**config.mk**
```make
export PLATFORM = sky130hd
export DESIGN_NAME = bitmap_slab_allocator
export DESIGN_NICKNAME = d
export VERILOG_FILES = /design/src/rtl/bsa_pkg.sv /design/src/rtl/bitmap_slab_allocator.sv /design/src/rtl/bsa_divider.sv
export SDC_FILE = /design/constraint.sdc
export NUM_CORES = 2
export LEC_CHECK = 0
export BUFFER_PORTS_ARGS = -buffer_cell sky130_fd_sc_hd__buf_2
export CORE_ASPECT_RATIO = 1.1
export CORE_UTILIZATION = 67
export DETAILED_ROUTE_END_ITERATION = 8
export GPL_ROUTABILITY_DRIVEN = 0
export GPL_TIMING_DRIVEN = 0
export PLACE_DENSITY = 0.92
export SETUP_SLACK_MARGIN = 0.5
export SLEW_MARGIN = 40
export SYNTH_ARGS = -nofsm -noshare
export SYNTH_HDL_FRONTEND = slang
export SYNTH_SLANG_ARGS = --single-unit
```
**constraint.sdc**
```tcl
create_clock -name clk_i -period 30.3 [get_ports clk_i]
set_input_delay 4.545 -clock clk_i [delete_from_list [all_inputs] [get_ports clk_i]]
set_output_delay 4.545 -clock clk_i [all_outputs]
set_load 0.1 [all_outputs]
```
**src/rtl/bsa_pkg.sv**
```systemverilog
package bsa_pkg;

  localparam int unsigned CfgIdxBits = 3;
  localparam int unsigned CfgDataBits = 48;

  typedef enum logic [CfgIdxBits-1:0] {
    RegBlockSize    = 3'd0,
    RegBlockCount   = 3'd1,
    RegRegionBase   = 3'd2,
    RegRegionLength = 3'd3,
    RegDebugMode    = 3'd4,
    RegDebugBase    = 3'd5
  } cfg_reg_e;

  typedef enum logic [1:0] {
    StOk    = 2'd0,
    StNone  = 2'd1,
    StRange = 2'd2,
    StFreed = 2'd3
  } status_e;

  typedef enum logic [2:0] {
    SIdle,
    SScan,
    SMul,
    SAddr,
    SCheck,
    SDiv,
    SFree,
    SDone
  } state_e;

  typedef struct packed {
    logic        mode;
    logic [47:0] free_address;
  } req_t;

  typedef struct packed {
    logic [1:0]  status;
    logic [47:0] block_address;
  } rsp_t;

endpackage

```
**src/rtl/bitmap_slab_allocator.sv**
```systemverilog
// Bitmap block allocator.
// Requests enter on start_i with req_i (mode 0 allocate, 1 free) when busy_o is
// low; busy_o rises the next cycle and stays high until the result is shown.
// Each result appears on rsp_o for exactly one cycle with done_o high; the
// receiver cannot stall, so it must take the result in that cycle. busy_o is
// already low in that cycle, so the next request can be taken at its end.
// An allocate scans the used map one 64-bit word per cycle through a priority
// encoder, then does the index multiply (a shift in debug mode) in SMul and the
// address add in SAddr; both are registered before the result shows.
// A free checks the region in SCheck, then divides the offset by the block
// size one quotient bit per cycle, then reads and updates the map in SFree.
// In debug mode the divide is a shift; an address out of region is reported
// straight from the region check. The map is a memory of 64-bit words, so
// reset runs a clearing pass over every word during which busy_o is high;
// configuration writes through cfg_we_i/cfg_idx_i/cfg_data_i are taken any
// time and must happen only while the block is idle.
module bitmap_slab_allocator import bsa_pkg::*; #(
  parameter int unsigned MAX_BLOCKS = 1024,
  parameter int unsigned PAGE_BYTES = 4096,
  parameter int unsigned ADDR_BITS  = 48
) (
  input  logic                   clk_i,
  input  logic                   rst_ni,
  input  logic                   start_i,
  input  req_t                   req_i,
  output logic                   busy_o,
  output logic                   done_o,
  output rsp_t                   rsp_o,
  input  logic                   cfg_we_i,
  input  logic [CfgIdxBits-1:0]  cfg_idx_i,
  input  logic [CfgDataBits-1:0] cfg_data_i
);

  localparam int unsigned Words   = (MAX_BLOCKS + 63) / 64;
  localparam int unsigned WBits   = (Words > 1) ? $clog2(Words) : 1;
  localparam int unsigned IdxBits = $clog2(MAX_BLOCKS) + 1;
  localparam int unsigned ABits   = ADDR_BITS;
  localparam int unsigned PgShift = $clog2(PAGE_BYTES);

  // Configuration registers.
  logic [12:0]      bsize_q;
  logic [10:0]      bcount_q;
  logic [47:0]      rbase_q, rlen_q, dbase_q;
  logic             dbg_q;

  always_ff @(posedge clk_i or negedge rst_ni) begin
    if (!rst_ni) begin
      bsize_q  <= 13'd64;
      bcount_q <= 11'd1024;
      rbase_q  <= '0;
      rlen_q   <= '0;
      dbg_q    <= 1'b0;
      dbase_q  <= '0;
    end else if (cfg_we_i) begin
      unique case (cfg_idx_i)
        RegBlockSize:    bsize_q  <= cfg_data_i[12:0];
        RegBlockCount:   bcount_q <= cfg_data_i[10:0];
        RegRegionBase:   rbase_q  <= cfg_data_i;
        RegRegionLength: rlen_q   <= cfg_data_i;
        RegDebugMode:    dbg_q    <= cfg_data_i[0];
        RegDebugBase:    dbase_q  <= cfg_data_i;
        default: ;
      endcase
    end
  end

  logic [12:0]        esize;
  logic [IdxBits-1:0] ecount;
  assign esize  = (bsize_q == '0) ? 13'd1 : bsize_q;
  assign ecount = (32'(bcount_q) > MAX_BLOCKS) ? IdxBits'(MAX_BLOCKS) : IdxBits'(bcount_q);

  // Used map memory.
  logic [63:0]      map_mem [Words];
  logic             mem_we;
  logic [WBits-1:0] mem_waddr, mem_raddr;
  logic [63:0]      mem_wdata, mem_rdata;

  always_ff @(posedge clk_i) begin
    if (mem_we) map_mem[mem_waddr] <= mem_wdata;
    mem_rdata <= map_mem[mem_raddr];
  end

  state_e             state_q, state_d;
  logic               clr_q, clr_d;
  logic [WBits:0]     wptr_q, wptr_d;
  logic               rdv_q, rdv_d;
  logic               mode_q, mode_d;
  logic [IdxBits-1:0] idx_q, idx_d;
  logic [ABits-1:0]   prod_q, prod_d;
  logic [1:0]         st_q, st_d;
  logic [47:0]        addr_q, addr_d;
  logic               done_q, done_d;

  // Priority encoder on the inverted word, masked to the configured block count.
  logic [63:0] freem;
  logic        found;
  logic [5:0]  fpos;
  logic [IdxBits+5:0] gidx;
  always_comb begin
    found = 1'b0;
    fpos  = '0;
    gidx  = '0;
    for (int b = 63; b >= 0; b--) begin
      gidx = (IdxBits+6)'({wptr_q - 1'b1, 6'(b)});
      freem[b] = ~mem_rdata[b] && (gidx < (IdxBits+6)'(ecount));
      if (freem[b]) begin
        found = 1'b1;
        fpos  = 6'(b);
      end
    end
  end

  // Block index times block size; both operands are narrow.
  logic [IdxBits+12:0] mul_res;
  assign mul_res = (IdxBits+13)'(idx_q) * (IdxBits+13)'(esize);

  // Region check for a free.
  logic [ABits-1:0] where, fbase, flen, foff;
  logic             in_range;
  assign where = ABits'(req_i.free_address);
  assign fbase = dbg_q ? ABits'(dbase_q) : ABits'(rbase_q);
  assign flen  = dbg_q ? (ABits'(bcount_q) << (PgShift + 1)) : ABits'(rlen_q);

  logic [ABits-1:0] wq;
  logic [ABits-1:0] divq;
  logic             div_start, div_done;

  // The divider takes the offset at the edge that ends the region check.
  bsa_divider #(.NumBits(ABits), .DenBits(13)) u_div (
    .clk_i, .rst_ni,
    .start_i(div_start),
    .num_i  (foff),
    .den_i  (esize),
    .done_o (div_done),
    .quot_o (divq)
  );

  assign wq = addr_q;  // holds the free address during the region check

  always_comb begin
    foff     = wq - fbase;
    in_range = (wq >= fbase) && (foff <= flen) && (ABits'(esize) <= flen - foff);
  end

  always_comb begin
    state_d   = state_q;
    clr_d     = clr_q;
    wptr_d    = wptr_q;
    rdv_d     = 1'b0;
    mode_d    = mode_q;
    idx_d     = idx_q;
    prod_d    = prod_q;
    st_d      = st_q;
    addr_d    = addr_q;
    done_d    = 1'b0;
    mem_we    = 1'b0;
    mem_waddr = wptr_q[WBits-1:0];
    mem_wdata = '0;
    mem_raddr = wptr_q[WBits-1:0];
    div_start = 1'b0;
    unique case (state_q)
      SIdle: begin
        if (clr_q) begin
          mem_we = 1'b1;
          wptr_d = wptr_q + 1'b1;
          if (32'(wptr_q) == Words - 1) begin
            clr_d  = 1'b0;
            wptr_d = '0;
          end
        end else if (start_i) begin
          mode_d = req_i.mode;
          addr_d = 48'(where);
          wptr_d = '0;
          state_d = req_i.mode ? SCheck : SScan;
        end
      end
      SScan: begin
        // Read issued for word wptr_q; its data is checked in the next cycle.
        mem_raddr = wptr_q[WBits-1:0];
        if (rdv_q && found) begin
          idx_d   = IdxBits'((wptr_q - 1'b1) * 64) + IdxBits'(fpos);
          mem_we    = 1'b1;
          mem_waddr = WBits'(wptr_q - 1'b1);
          mem_wdata = mem_rdata | (64'd1 << fpos);
          state_d = SMul;
        end else if (rdv_q && 32'(wptr_q) >= Words) begin
          st_d    = StNone;
          addr_d  = '0;
          state_d = SDone;
        end else begin
          rdv_d  = 1'b1;
          wptr_d = wptr_q + 1'b1;
        end
      end
      SMul: begin
        prod_d  = dbg_q ? (ABits'(idx_q) << (PgShift + 1))
                        : ABits'(mul_res);
        state_d = SAddr;
      end
      SAddr: begin
        if (dbg_q) addr_d = 48'(ABits'(dbase_q) + prod_q + ABits'(PAGE_BYTES) - ABits'(esize));
        else       addr_d = 48'(ABits'(rbase_q) + prod_q);
        st_d    = StOk;
        state_d = SDone;
      end
      SCheck: begin
        addr_d = '0;
        if (!in_range) begin
          st_d    = StRange;
          state_d = SDone;
        end else if (dbg_q) begin
          prod_d  = foff >> (PgShift + 1);
          state_d = SFree;
          rdv_d   = 1'b0;
        end else begin
          div_start = 1'b1;
          state_d = SDiv;
        end
      end
      SDiv: begin
        if (div_done) begin
          prod_d  = divq;
          state_d = SFree;
        end
      end
      SFree: begin
        mem_raddr = WBits'(prod_q >> 6);
        if (!rdv_q) begin
          if (prod_q >= ABits'(ecount)) begin
            st_d    = StFreed;
            state_d = SDone;
          end else begin
            rdv_d = 1'b1;
          end
        end else if (!mem_rdata[prod_q[5:0]]) begin
          st_d    = StFreed;
          state_d = SDone;
        end else begin
          mem_we    = 1'b1;
          mem_waddr = WBits'(prod_q >> 6);
          mem_wdata = mem_rdata & ~(64'd1 << prod_q[5:0]);
          st_d      = StOk;
          state_d   = SDone;
        end
      end
      SDone: begin
        done_d  = 1'b1;
        state_d = SIdle;
      end
      default: state_d = SIdle;
    endcase
  end

  always_ff @(posedge clk_i or negedge rst_ni) begin
    if (!rst_ni) begin
      state_q <= SIdle;
      clr_q   <= 1'b1;
      wptr_q  <= '0;
      rdv_q   <= 1'b0;
      done_q  <= 1'b0;
      mode_q  <= 1'b0;
    end else begin
      state_q <= state_d;
      clr_q   <= clr_d;
      wptr_q  <= wptr_d;
      rdv_q   <= rdv_d;
      done_q  <= done_d;
      mode_q  <= mode_d;
    end
  end

  always_ff @(posedge clk_i) begin
    idx_q  <= idx_d;
    prod_q <= prod_d;
    st_q   <= st_d;
    addr_q <= addr_d;
  end

  assign busy_o = clr_q || (state_q != SIdle);
  assign done_o = done_q;
  assign rsp_o.status        = st_q;
  assign rsp_o.block_address = (st_q == StOk && !mode_q) ? addr_q : '0;

endmodule

```
**src/rtl/bsa_divider.sv**
```systemverilog
// Restoring divider: one quotient bit per cycle.
module bsa_divider import bsa_pkg::*; #(
  parameter int unsigned NumBits = 48,
  parameter int unsigned DenBits = 13
) (
  input  logic               clk_i,
  input  logic               rst_ni,
  input  logic               start_i,
  input  logic [NumBits-1:0] num_i,
  input  logic [DenBits-1:0] den_i,
  output logic               done_o,
  output logic [NumBits-1:0] quot_o
);

  localparam int unsigned CntBits = $clog2(NumBits + 1);

  logic [NumBits-1:0] quot_q, quot_d;
  logic [DenBits-1:0] rem_q, rem_d;
  logic [DenBits-1:0] den_q, den_d;
  logic [CntBits-1:0] cnt_q, cnt_d;
  logic               busy_q, busy_d;
  logic               done_q, done_d;
  logic [DenBits:0]   trial;

  always_comb begin
    quot_d = quot_q;
    rem_d  = rem_q;
    den_d  = den_q;
    cnt_d  = cnt_q;
    busy_d = busy_q;
    done_d = 1'b0;
    trial  = {rem_q, quot_q[NumBits-1]};
    if (start_i) begin
      quot_d = num_i;
      rem_d  = '0;
      den_d  = den_i;
      cnt_d  = CntBits'(NumBits);
      busy_d = 1'b1;
    end else if (busy_q) begin
      if (trial >= {1'b0, den_q}) begin
        rem_d  = DenBits'(trial - {1'b0, den_q});
        quot_d = {quot_q[NumBits-2:0], 1'b1};
      end else begin
        rem_d  = trial[DenBits-1:0];
        quot_d = {quot_q[NumBits-2:0], 1'b0};
      end
      cnt_d = cnt_q - 1'b1;
      if (cnt_q == CntBits'(1)) begin
        busy_d = 1'b0;
        done_d = 1'b1;
      end
    end
  end

  always_ff @(posedge clk_i or negedge rst_ni) begin
    if (!rst_ni) begin
      busy_q <= 1'b0;
      done_q <= 1'b0;
      cnt_q  <= '0;
    end else begin
      busy_q <= busy_d;
      done_q <= done_d;
      cnt_q  <= cnt_d;
    end
  end

  always_ff @(posedge clk_i) begin
    quot_q <= quot_d;
    rem_q  <= rem_d;
    den_q  <= den_d;
  end

  assign done_o = done_q;
  assign quot_o = quot_q;

endmodule

```
==> results of run 1 <==
==> per-stage QoR <==
stage	std cells	setup slack [ps]	area (µm²)	util (%)	hold slack [ps]
floorplan	6197	19640	78400	-	450
detailed placement	7995	19700	83600	72.1	490
CTS	8264	19670	88600	76.3	505
global placement	7881	15090	81100	69.9	469
==> logic make-up after synthesis <==
| kind of cell | after synthesis | share of synthesized area [%] |
|---|---|---|
| compound gates | 1413 | 11.4 |
| xor+xnor | 176 | 1.97 |
| fa+ha+maj | 498 | 9.05 |
| buf+inv | 754 | 3.70 |
| flops | 1460 | 53.7 |
| mux | 522 | 11.4 |
| simple gates | 1374 | 8.81 |
==> metal layers <==
layer | GRT overflow | GRT usage (%)
met1 | 39 | 58.1
met2 | 290 | 78.2
met3 | 31 | 42.3
met4 | 113 | 57.6
met5 | 10 | 19.8
==> flow_metrics.env, run 1 <==
export IMPL_synth_common_cells="1194 x edfxtp_1, 446 x nand2_1, 440 x inv_1"
export IMPL_yosys_cell_count_top_type="edfxtp_1"
export IMPL_avgSynthCellArea_um2=12.7
export IMPL_synth_seq_cells=1460
export IMPL_toolErrorMsg="[ERROR GRT-0116] Global routing finished with congestion. Check the congestion regions in the DRC Viewer."
export IMPL_ios=156
export IMPL_io_buffers=155
export IMPL_synthTopCellsByArea="edfxtp_1 46%, mux4_2 8.0%, ha_1 6.1%, dfrtp_1 5.9%, fa_1 2.9%"
export IMPL_status="aborted with a tool error"
export IMPL_failing_step="5_1_grt"
export IMPL_die_w_um=328
export IMPL_ys_seq_area_share_pct=53.7
export IMPL_grt_pass1_wl_um=493000
export IMPL_cts_buffers=144
export IMPL_async_flop_share_pct=12.9
export IMPL_gr_total_overflow=483
export IMPL_synth_top_area_cell="edfxtp_1"
export IMPL_synth_top_cell_area_share_pct=45.7
export IMPL_cts_max_level=4
export IMPL_dpl_hpwl_um=199000
export IMPL_cts_hold_buf=0
export IMPL_start_util_pct=67.6
export IMPL_yosysUniqueCellTypes=111
export IMPL_cts_setup_buffers=0
export IMPL_cts_root_buffer="clkbuf_16"
export IMPL_clkSinkCount=1460
export IMPL_grt_max_degree=75
export IMPL_syn_inst=6197
export IMPL_grt_usage_pct=59.3
export IMPL_grt_pass1_vias=70000
export IMPL_syn_area_mm2=0.0784
export IMPL_clockBufferDepth=3
export IMPL_ys_warn_count=0
export IMPL_synth_edf_count=1194
export IMPL_synthFlopType="edfxtp_1"
export IMPL_die_h_um=361
export IMPL_synth_nets=6799
export IMPL_cts_resized=0
export IMPL_rows=131
==> inputs of run 2 (changes only) <==
--- a/config.mk
+++ b/config.mk
@@ -6,13 +6,11 @@
 export NUM_CORES = 2
 export LEC_CHECK = 0
 export BUFFER_PORTS_ARGS = -buffer_cell sky130_fd_sc_hd__buf_2
-export CORE_ASPECT_RATIO = 1.1
-export CORE_UTILIZATION = 67
+export CORE_UTILIZATION = 40
 export DETAILED_ROUTE_END_ITERATION = 8
 export GPL_ROUTABILITY_DRIVEN = 0
 export GPL_TIMING_DRIVEN = 0
-export PLACE_DENSITY = 0.92
-export SETUP_SLACK_MARGIN = 0.5
+export PLACE_DENSITY_LB_ADDON = 0.15
 export SLEW_MARGIN = 40
 export SYNTH_ARGS = -nofsm -noshare
 export SYNTH_HDL_FRONTEND = slang
==> flow_metrics.env, run 2 <==
export IMPL_status="complete, no violations"
export IMPL_syn_area_mm2=0.0784
export IMPL_synthFlopType="edfxtp_1"
export IMPL_drt_total_wl_um=265000
export IMPL_clkTransAtPathRegs_ps=60
export IMPL_yosysUniqueCellTypes=111
export IMPL_syn_inst=6197
export IMPL_final_cell_mix="1194 x edfxtp_1, 446 x nand2_1, 440 x inv_1"
export IMPL_peakVddDrop_uv=127
export IMPL_setup_violations=0
export IMPL_grt_setup_unrepaired="false"
export IMPL_cts_max_level=4
export IMPL_crit_required_ps=30840
export IMPL_cts_root_buffer="clkbuf_16"
export IMPL_ys_seq_area_share_pct=53.7
export IMPL_path_common_cell="o21ai_0"
export IMPL_ios=156
export IMPL_top_register="map_mem"
export IMPL_crit_path_end_kind="register"
export IMPL_start_kind="register"
export IMPL_tightest_slew_ps=1070
export IMPL_dr_total_vias=55100
export IMPL_avgSynthCellArea_um2=12.7
export IMPL_cts_hold_buf=0
export IMPL_r2r_setup_slack_ps=18810
export IMPL_regToRegStartpoint="dbg_q$_DFFE_PN0P_"
export IMPL_fin_skew_ps=60.0
export IMPL_final_max_slew_viol_count=0
export IMPL_timing_rr_end="u_div.quot_o[44]$_DFFE_PP_"
export IMPL_period_minus_slack_ps=11490
export IMPL_cp_arrival_ps=12030
export IMPL_crit_end="u_div.quot_o[44]$_DFFE_PP_"
export IMPL_grt_antenna_before_repair=26
export IMPL_finalNetCount=7265
export IMPL_synth_seq_cells=1460
export IMPL_fin_ws_ps=18810
export IMPL_rows=162
export IMPL_cts_buffers=161
export IMPL_r2r_cells=34
export IMPL_place_ws_ps=19110
export IMPL_synth_top_cell_area_share_pct=45.7
export IMPL_yosys_cell_count_top_type="edfxtp_1"
export IMPL_powerDensity_mw_per_mm2=117
export IMPL_drive_above_1_share_pct=18.6
export IMPL_die_h_um=445
export IMPL_min_path_type="register to register"
export IMPL_gr_total_overflow=0
export IMPL_ant_nets=0
export IMPL_drt_first_pass_iters=9
export IMPL_dieArea_mm2=0.198
export IMPL_wl_met2_um=123000
export IMPL_slowest_delay_ps=580
export IMPL_cts_setup_buffers=0
export IMPL_async_flop_share_pct=12.9
export IMPL_p_leak_nw=35.9
export IMPL_avgRoutedWirePerCell_um=28.1
export IMPL_hold_violations=0
export IMPL_drt_initial_drc_count=6052
export IMPL_drc=0
export IMPL_worst_hold_slack_ps=491
export IMPL_io_buffers=155
export IMPL_wl_met3_um=19500
export IMPL_grt_pass1_wl_um=380000
export IMPL_register_area_mm2=0.0421
export IMPL_cts_resized=0
export IMPL_start_util_pct=40.3
export IMPL_synth_top_area_cell="edfxtp_1"
export IMPL_fillers=17500
export IMPL_max_freq_mhz=87.1
export IMPL_multi_input_area_mm2=0.0341
export IMPL_startpoint="dbg_q$_DFFE_PN0P_"
export IMPL_insertion_delay_ps=850
export IMPL_grt_max_degree=67
export IMPL_die_w_um=445
export IMPL_final_cells=9433
export IMPL_crit_fanout=10
export IMPL_via_per_inst=5.84
export IMPL_final_core_util_pct=46.8
export IMPL_ys_warn_count=0
export IMPL_cts_tree="built"
export IMPL_clockBufferDepth=3
export IMPL_final_common_cell="edfxtp_1"
export IMPL_dpl_hpwl_um=201000
export IMPL_slowest_stage="o221ai_1"
export IMPL_wirelength_met1_um=110000
export IMPL_grt_usage_pct=26.5
export IMPL_synth_nets=6799
export IMPL_slew_headroom_pct=28.2
export IMPL_dp_cells=9124
export IMPL_worstSetupPathType="register to register"
export IMPL_syn2layout_area_growth_pct=16.2
export IMPL_grt_pass1_vias=54100
export IMPL_max_cap_violations=0
export IMPL_synth_edf_count=1194
export IMPL_fp_coreArea_mm2=0.195
export IMPL_synthTopCellsByArea="edfxtp_1 46%, mux4_2 8.0%, ha_1 6.1%, dfrtp_1 5.9%, fa_1 2.9%"
export IMPL_fin_crit_sh_pct=37.9
export IMPL_reg_top3="map_mem (1024), mem_rdata (64)"
export IMPL_clkSinkCount=1460
export IMPL_fin_setup_tns_ps=0
export IMPL_synth_common_cells="1194 x edfxtp_1, 446 x nand2_1, 440 x inv_1"
export IMPL_largest_reg_flops=1024
export IMPL_top_layer="met5"
## run 2: critical path, delay by kind of cell (launching register included)
| kind | cells | cell delay (ps) |
|---|---|---|
| DFF | 1 | 510 |
| muxes | 1 | 390 |
| xor gates and xnor gates | 1 | 180 |
| adders and majority gates | 2 | 770 |
| and+or+nand+nor | 8 | 2160 |
| buffers and inverters | 7 | 2600 |
| AOI/OAI and AO/OA | 15 | 4530 |
## run 2: worst min path at each step
| stage | slack (ps) | cells past startpoint | start | to |
|---|---|---|---|---|
| 6_report | 490 | 2 | mode_q$_DFFE_PN0P_ | mode_q$_DFFE_PN0P_ |
| 5_1_grt | 510 | 1 | rlen_q[13]$_DFFE_PN0P_ | rlen_q[13]$_DFFE_PN0P_ |
| 4_1_cts | 490 | 2 | mode_q$_DFFE_PN0P_ | mode_q$_DFFE_PN0P_ |
| 3_5_place_dp | 480 | 2 | mode_q$_DFFE_PN0P_ | mode_q$_DFFE_PN0P_ |
| 3_3_place_gp | 470 | 2 | mode_q$_DFFE_PN0P_ | mode_q$_DFFE_PN0P_ |
| 2_1_floorplan | 450 | 2 | mode_q$_DFFE_PN0P_ | mode_q$_DFFE_PN0P_ |
## run 2: cell families (layout without fill, tap and decap cells)
| kind of cell | after synthesis | count (layout) | synth area share, % |
|---|---|---|---|
| muxes | 522 | 522 | 11.4 |
| xor gates and xnor gates | 176 | 176 | 1.97 |
| DFF | 1460 | 1460 | 53.7 |
| AOI/OAI and AO/OA | 1413 | 1413 | 11.4 |
| adders and majority gates | 498 | 498 | 9.05 |
| other | 0 | 7 | 0 |
| and+or+nand+nor | 1374 | 1374 | 8.81 |
| buffers and inverters | 754 | 1359 | 3.70 |
## run 2: cell type report
cell class | instances | area share, %
plain buffers | 308 | 1.44
inverters | 446 | 1.84
repair buffers | 303 | 3.64
clock buffers | 231 | 4.89
well taps | 2624 | 3.60
flip-flops and latches | 1460 | 46.2
multi-input cells | 3983 | 37.4
clock inverters | 71 | 0.977
diodes | 7 | 0.0192
## run 2: per-stage QoR
stage	cell area (µm²)	power, mW
after CTS	91100	10.6
final	91100	10.7
after detailed placement	85700	8.57
after floorplan	78400	6.51
after global routing	91100	11.3
after global placement	82500	8.41
## run 2: routing by layer
layer	vias to the layer above	track usage (%)
li1	24300	-
met2	2408	42.5
met5	-	0
met1	27900	35.6
met4	4	11.5
met3	536	4.38
## run 2: power by group
part / total [mW] / leakage, nW / internal [mW] / switching [mW]
registers: 2.71 / 14.8 / 2.45 / 0.259
clock network: 1.99 / 2.58 / 1.12 / 0.867
logic: 6.01 / 18.4 / 2.08 / 3.93
No activity file was read; power rests on OpenSTA's default activity.
